`config.mk`:
```
export PLATFORM = sky130hd
export DESIGN_NAME = numeric_token_scanner
export DESIGN_NICKNAME = d
export VERILOG_FILES = /design/src/rtl/ntscan_pkg.sv /design/src/rtl/numeric_token_scanner.sv /design/src/rtl/ntscan_fsm.sv /design/src/rtl/ntscan_outq.sv
export SDC_FILE = /design/constraint.sdc
export NUM_CORES = 1
export LEC_CHECK = 0
export ABC_AREA = 0
export ABC_CLOCK_PERIOD_IN_PS = 5750
export BUFFER_PORTS_ARGS = -buffer_cell sky130_fd_sc_hd__buf_2
export CAP_MARGIN = 40
export CORE_UTILIZATION = 25
export DETAILED_ROUTE_END_ITERATION = 6
export GPL_TIMING_DRIVEN = 0
export SYNTH_ARGS = -nofsm -noshare
export SYNTH_HDL_FRONTEND = slang
export SYNTH_HIERARCHICAL = 1
export SYNTH_SLANG_ARGS = --single-unit
export TNS_END_PERCENT = 1
```
`constraint.sdc`:
```
create_clock -name aclk -period 5.75 [get_ports aclk]
set_clock_uncertainty 0.1 [all_clocks]
set_input_delay 0.575 -clock aclk [delete_from_list [all_inputs] [get_ports aclk]]
set_output_delay 0.575 -clock aclk [all_outputs]
set_load 0.01 [all_outputs]
```
`src/rtl/ntscan_pkg.sv`:
```
package ntscan_pkg;

    localparam int MAX_TOKEN_LEN_DEF = 255;

    localparam int QUEUE_DEPTH = 4;
    localparam int PTR_W = $clog2(QUEUE_DEPTH);
    localparam int CNT_W = $clog2(QUEUE_DEPTH + 1);

    localparam logic [2:0] KIND_PLUS    = 3'd0;
    localparam logic [2:0] KIND_MINUS   = 3'd1;
    localparam logic [2:0] KIND_NUMBER  = 3'd2;
    localparam logic [2:0] KIND_EOS     = 3'd3;
    localparam logic [2:0] KIND_INVALID = 3'd4;

    localparam logic [7:0] CH_E_LO  = 8'h65;
    localparam logic [7:0] CH_E_UP  = 8'h45;
    localparam logic [7:0] CH_DOT   = 8'h2E;
    localparam logic [7:0] CH_PLUS  = 8'h2B;
    localparam logic [7:0] CH_MINUS = 8'h2D;
    localparam logic [7:0] CH_SPACE = 8'h20;
    localparam logic [7:0] CH_TAB   = 8'h09;
    localparam logic [7:0] CH_LF    = 8'h0A;
    localparam logic [7:0] CH_CR    = 8'h0D;
    localparam logic [7:0] CH_ZERO  = 8'h30;
    localparam logic [7:0] CH_NINE  = 8'h39;

    typedef enum logic [7:0] {
        PH_IDLE     = 8'b0000_0001,
        PH_INT      = 8'b0000_0010,
        PH_INT_DOT  = 8'b0000_0100,
        PH_FRAC     = 8'b0000_1000,
        PH_LEAD_DOT = 8'b0001_0000,
        PH_EXP_MARK = 8'b0010_0000,
        PH_EXP_SIGN = 8'b0100_0000,
        PH_EXP_DIG  = 8'b1000_0000
    } phase_t;

    typedef struct packed {
        logic [2:0] kind;
        logic [7:0] length;
        logic       malformed;
        logic       last;
    } result_t;

    typedef struct packed {
        logic [1:0]       count;
        result_t [1:0]    res;
    } push_t;

endpackage

```
`src/rtl/numeric_token_scanner.sv`:
```
// Results enter the queue when their word is accepted; m_valid follows the registered entry count.
// Throughput: one word per cycle while s_ready is high; a word that yields two results writes both
// into the four-entry result queue together, and its single read port offers them one at a time.
// Input ready is high while the queue holds two results or fewer.
// Synchronous active-low reset returns the scanner to idle with zero length and empties the queue.
module numeric_token_scanner #(
    parameter int MAX_TOKEN_LEN = ntscan_pkg::MAX_TOKEN_LEN_DEF
) (
    input  logic       aclk,
    input  logic       aresetn,
    input  logic       s_valid,
    output logic       s_ready,
    input  logic [7:0] s_char_byte,
    input  logic       s_end_of_stream,
    output logic       m_valid,
    input  logic       m_ready,
    output logic [2:0] m_token_kind,
    output logic [7:0] m_token_length,
    output logic       m_malformed,
    output logic       m_last
);

    ntscan_pkg::push_t   push;
    ntscan_pkg::result_t res;
    logic                accept;

    assign accept = s_valid && s_ready;

    ntscan_fsm #(
        .MAX_TOKEN_LEN(MAX_TOKEN_LEN)
    ) u_fsm (
        .aclk          (aclk),
        .aresetn       (aresetn),
        .accept        (accept),
        .char_byte     (s_char_byte),
        .end_of_stream (s_end_of_stream),
        .push          (push)
    );

    ntscan_outq u_outq (
        .aclk    (aclk),
        .aresetn (aresetn),
        .push    (push),
        .room    (s_ready),
        .m_valid (m_valid),
        .m_ready (m_ready),
        .m_res   (res)
    );

    assign m_token_kind   = res.kind;
    assign m_token_length = res.length;
    assign m_malformed    = res.malformed;
    assign m_last         = res.last;

endmodule

```
`src/rtl/ntscan_fsm.sv`:
```
module ntscan_fsm #(
    parameter int MAX_TOKEN_LEN = ntscan_pkg::MAX_TOKEN_LEN_DEF
) (
    input  logic              aclk,
    input  logic              aresetn,
    input  logic              accept,
    input  logic [7:0]        char_byte,
    input  logic              end_of_stream,
    output ntscan_pkg::push_t push
);

    localparam logic [7:0] LEN_CAP = (MAX_TOKEN_LEN < 255) ? 8'(MAX_TOKEN_LEN) : 8'd255;

    ntscan_pkg::phase_t phase_reg, phase_next, nx;
    logic [7:0]         len_reg, len_next;

    logic                is_digit, is_exp, is_space;
    logic                tok_valid, num_valid, bad;
    ntscan_pkg::result_t tok, num;
    ntscan_pkg::push_t   p;

    always_comb begin
        is_digit = (char_byte >= ntscan_pkg::CH_ZERO) && (char_byte <= ntscan_pkg::CH_NINE);
        is_exp   = (char_byte == ntscan_pkg::CH_E_LO) || (char_byte == ntscan_pkg::CH_E_UP);
        is_space = (char_byte == ntscan_pkg::CH_SPACE) || (char_byte == ntscan_pkg::CH_TAB) ||
                   (char_byte == ntscan_pkg::CH_LF) || (char_byte == ntscan_pkg::CH_CR);

        nx = ntscan_pkg::PH_IDLE;
        unique case (phase_reg)
            ntscan_pkg::PH_INT: begin
                if (is_digit) nx = ntscan_pkg::PH_INT;
                else if (char_byte == ntscan_pkg::CH_DOT) nx = ntscan_pkg::PH_INT_DOT;
                else if (is_exp) nx = ntscan_pkg::PH_EXP_MARK;
            end
            ntscan_pkg::PH_INT_DOT, ntscan_pkg::PH_FRAC: begin
                if (is_digit) nx = ntscan_pkg::PH_FRAC;
                else if (is_exp) nx = ntscan_pkg::PH_EXP_MARK;
            end
            ntscan_pkg::PH_LEAD_DOT: begin
                if (is_digit) nx = ntscan_pkg::PH_FRAC;
            end
            ntscan_pkg::PH_EXP_MARK: begin
                if (is_digit) nx = ntscan_pkg::PH_EXP_DIG;
                else if ((char_byte == ntscan_pkg::CH_PLUS) ||
                         (char_byte == ntscan_pkg::CH_MINUS)) nx = ntscan_pkg::PH_EXP_SIGN;
            end
            ntscan_pkg::PH_EXP_SIGN, ntscan_pkg::PH_EXP_DIG: begin
                if (is_digit) nx = ntscan_pkg::PH_EXP_DIG;
            end
            default: nx = ntscan_pkg::PH_IDLE;
        endcase
        if (end_of_stream) nx = ntscan_pkg::PH_IDLE;

        bad = (phase_reg == ntscan_pkg::PH_LEAD_DOT) || (phase_reg == ntscan_pkg::PH_EXP_MARK) ||
              (phase_reg == ntscan_pkg::PH_EXP_SIGN);
        num = '{kind: ntscan_pkg::KIND_NUMBER, length: len_reg, malformed: bad, last: 1'b0};

        phase_next = phase_reg;
        len_next   = len_reg;
        tok_valid  = 1'b0;
        num_valid  = 1'b0;
        tok        = '{kind: ntscan_pkg::KIND_INVALID, length: 8'd1, malformed: 1'b0,
                       last: 1'b0};
        p          = '0;

        if ((phase_reg != ntscan_pkg::PH_IDLE) && (nx != ntscan_pkg::PH_IDLE)) begin
            phase_next = nx;
            if (len_reg < LEN_CAP) len_next = len_reg + 8'd1;
        end else begin
            num_valid  = (phase_reg != ntscan_pkg::PH_IDLE);
            phase_next = ntscan_pkg::PH_IDLE;
            len_next   = 8'd0;
            if (end_of_stream) begin
                tok_valid  = 1'b1;
                tok.kind   = ntscan_pkg::KIND_EOS;
                tok.length = 8'd0;
            end else if (is_space) begin
                tok_valid = 1'b0;
            end else if (char_byte == ntscan_pkg::CH_PLUS) begin
                tok_valid = 1'b1;
                tok.kind  = ntscan_pkg::KIND_PLUS;
            end else if (char_byte == ntscan_pkg::CH_MINUS) begin
                tok_valid = 1'b1;
                tok.kind  = ntscan_pkg::KIND_MINUS;
            end else if (is_digit) begin
                phase_next = ntscan_pkg::PH_INT;
                len_next   = 8'd1;
            end else if (char_byte == ntscan_pkg::CH_DOT) begin
                phase_next = ntscan_pkg::PH_LEAD_DOT;
                len_next   = 8'd1;
            end else begin
                tok_valid = 1'b1;
            end

            if (num_valid) begin
                p.res[0] = num;
                if (tok_valid) begin
                    p.res[1]      = tok;
                    p.res[1].last = 1'b1;
                    p.count       = 2'd2;
                end else begin
                    p.res[0].last = 1'b1;
                    p.count       = 2'd1;
                end
            end else if (tok_valid) begin
                p.res[0]      = tok;
                p.res[0].last = 1'b1;
                p.count       = 2'd1;
            end
        end

        push = p;
        if (!accept) push.count = 2'd0;
    end

    always_ff @(posedge aclk) begin
        if (!aresetn) begin
            phase_reg <= ntscan_pkg::PH_IDLE;
            len_reg   <= 8'd0;
        end else if (accept) begin
            phase_reg <= phase_next;
            len_reg   <= len_next;
        end
    end

endmodule

```
`src/rtl/ntscan_outq.sv`:
```
module ntscan_outq (
    input  logic                aclk,
    input  logic                aresetn,
    input  ntscan_pkg::push_t   push,
    output logic                room,
    output logic                m_valid,
    input  logic                m_ready,
    output ntscan_pkg::result_t m_res
);

    ntscan_pkg::result_t mem [ntscan_pkg::QUEUE_DEPTH];

    logic [ntscan_pkg::PTR_W-1:0] wr_reg, wr_next, rd_reg, rd_next;
    logic [ntscan_pkg::CNT_W-1:0] count_reg, count_next;
    logic                         pop;

    assign m_valid = (count_reg != '0);
    assign m_res   = mem[rd_reg];
    assign pop     = m_valid && m_ready;
    assign room    = (count_reg <= ntscan_pkg::CNT_W'(ntscan_pkg::QUEUE_DEPTH - 2));

    always_comb begin
        wr_next    = wr_reg + ntscan_pkg::PTR_W'(push.count);
        rd_next    = rd_reg + ntscan_pkg::PTR_W'(pop);
        count_next = count_reg + ntscan_pkg::CNT_W'(push.count) - ntscan_pkg::CNT_W'(pop);
    end

    always_ff @(posedge aclk) begin
        if (push.count != 2'd0) mem[wr_reg] <= push.res[0];
        if (push.count == 2'd2) mem[wr_reg + ntscan_pkg::PTR_W'(1)] <= push.res[1];
    end

    always_ff @(posedge aclk) begin
        if (!aresetn) begin
            wr_reg    <= '0;
            rd_reg    <= '0;
            count_reg <= '0;
        end else begin
            wr_reg    <= wr_next;
            rd_reg    <= rd_next;
            count_reg <= count_next;
        end
    end

endmodule
```
==> results.json <==
{
  "dp_hpwl_um": 7424,
  "area_delta_synth_final_pct": 16.33,
  "grt_pass1_vias": 3025,
  "yosysWarnings": 6,
  "place.gp.congestion": 0.7928,
  "drtPass1Iterations": 6,
  "io_pins": 28,
  "port_buffers": 27,
  "die-area_sq_um": 19270,
  "status": "finished with violations",
  "clkTransAtPathRegs_ns": 0.06,
  "num_rows": 49,
  "gr-usage-all-layers_pct": 10.94,
  "fmax_mhz": 258.8,
  "syn_area_per_cell_sq_um": 12.93,
  "core_sq_um": 18150,
  "dp_slack_ns": 1.684,
  "initial_utilization_pct": 25.79,
  "synth_area_leaders": "edfxtp_1 (33%), dfxtp_1 (9.8%), mux2_2 (7.7%), mux4_2 (6.3%), mux2_4 (6.1%)",
  "worstSetupStartpointType": "flop",
  "cts_tree": "built",
  "fin_crit_sh_pct": 67.20,
  "ys_top_cells_by_count": "edfxtp_1 (52), mux2_2 (32), dfxtp_1 (23)",
  "grt_max_degree": 19,
  "yosysMostFrequentCell": "edfxtp_1",
  "final_cells": 642,
  "regArea_sq_um": 2022,
  "synth-edff-count": 52,
  "wl_per_cell_um": 15.88,
  "final.setup.tns_ns": 0,
  "nFillCells": 1809,
  "violations": "design-rule violations",
  "cts_max_level": 3,
  "die_h_um": 138.8,
  "die_w_um": 138.8,
  "wl_um": 10200,
  "multi_input_area_sq_um": 2446,
  "ys_types": 73,
  "drt_iter0_markers": 179,
  "worstSkewPairLatency_ns": 0.33,
  "period_minus_slack_ns": 3.864,
  "hold_viol_final": 0,
  "max-vdd-ir-drop_v": 0.0001226,
  "post_cts_buffers": 0,
  "grt_overflow": 0,
  "p_leak_nw": 2.000,
  "drc": 2,
  "n_antenna_cell": 0,
  "via_count": 3009,
  "cts_sinks": 75,
  "post_cts_resize_count": 0,
  "placed_cells": 627,
  "slew_viol_final": 0,
  "yosysTopAreaCell": "edfxtp_1",
  "synth-seq-cells": 75,
  "synth_ff_type": "edfxtp_1",
  "hold_class": "reg2reg",
  "cts_buffer_depth": 2,
  "fin_nets": 428,
  "drv_cap": 0,
  "setup_ws_ns": 1.886,
  "layout-drive-gt1-share_pct": 38.26,
  "slew_headroom_pct": 41.33,
  "worst_ep_arrival_time_ns": 3.81,
  "cp.required_ns": 5.70,
  "vias_per_cell": 4.687,
  "async_reset_ff_share_pct": 0,
  "grt_pass1_wl_um": 16130,
  "postCtsHoldBufs": 0,
  "crit_fanout": 10,
  "yosysSeqAreaShare_pct": 43.20,
  "syn_inst": 362,
  "path_class": "reg2reg",
  "synth_top_area_share_pct": 33.36,
  "largest_reg_flops": 52,
  "setup_viol": 0,
  "ant_nets": 0,
  "power.density_nw_per_um2": 353.7,
  "critPathCaptureType": "flop",
  "antenna_found_initial": 1,
  "rsz0062_at_grt": "no",
  "tightest_slew_ns": 0.8795,
  "root_buffer": "clkbuf_16",
  "syn_area_sq_um": 4681,
  "cts_buffers": 9
}
per-stage QoR:
stage | utilization, % | power [mW] | hold slack [ns] | area, sq um
detailed placement | 28.45 | 1.402 | 0.4619 | 5162
floorplan | - | 1.195 | 0.4108 | 4707
CTS | 30.01 | 1.947 | 0.4739 | 5445
global placement | 28.26 | 1.366 | 0.4514 | 5129
finish | 30.01 | 1.926 | 0.4723 | 5445
global route | 30.01 | 2.021 | 0.4834 | 5445
area by class of cell:
cell class	instances	share of cell area, %
clock inverters	6	1.057
inverters	6	0.4136
clock buffers	9	4.136
plain buffers	30	4.182
well taps	229	5.262
repair buffers	29	2.895
multi-input cells	258	44.92
flip-flops and latches	75	37.13
worst max-delay path: stages (launching register included):
cell and delay (ns):
dfxtp_1 0.31, buf_6 0.14, or4_4 0.55, a311oi_2 0.31
a32o_2 0.24, a211oi_4 0.08, a21oi_4 0.27, and2_1 0.48
nor2_1 0.16, o31ai_2 0.70, buf_6 0.24
cells by family after synthesis:
logic type                 synth area share [%]
and+or+nand+nor                           17.00
buffers and inverters                     5.346
DFF                                       43.20
muxes                                     21.36
AOI/OAI and AO/OA                         8.046
xor gates and xnor gates                  3.208
adders and majority gates                 1.764
other                                   0.08012
layout by cell type, fill, tap and decap left out, types with 9 or more instances in the layout:
master     netlist  layout
and2_1          10      10
nor2b_1         12      11
buf_2            6      33
mux2_2          32      32
clkbuf_16        0       9
nor2_1          20      20
edfxtp_1        52      52
nand2_1         11      11
buf_4           12      12
dfxtp_1         23      23
nor3b_1          9       9
mux4_2          13      13
mux2_4          19      19
metal layers:
| layer | up-vias | GRT usage [%] | share of wire, % |
|---|---|---|---|
| met1 | 1481 | 12.83 | 44 |
| li1 | 1468 | - | - |
| met3 | 17 | 2.175 | 2.6 |
| met4 | 2 | 5.146 | 2.0 |
| met2 | 41 | 19.19 | 51 |
| met5 | - | 0 | 0.13 |
path summary, 6_finish.rpt:
kind                       from  cells after the start                to  slack, ns
min reg2reg    u_fsm/len_reg[6]                      2  u_fsm/len_reg[6]       0.47
min            u_fsm/len_reg[6]                      2  u_fsm/len_reg[6]       0.47
max reg2reg  u_fsm/phase_reg[1]                     10  u_outq/mem[0][1]       1.89
max          u_fsm/phase_reg[1]                     10  u_outq/mem[0][1]       1.89
where the power goes:
part	total [mW]	switching, mW	leakage [nW]	internal [mW]
clock	0.545	0.215	0.142	0.330
combinational	0.643	0.337	1.19	0.306
sequential	0.738	0.0427	0.672	0.696
Note: power is estimated with default switching activity, not from simulation.
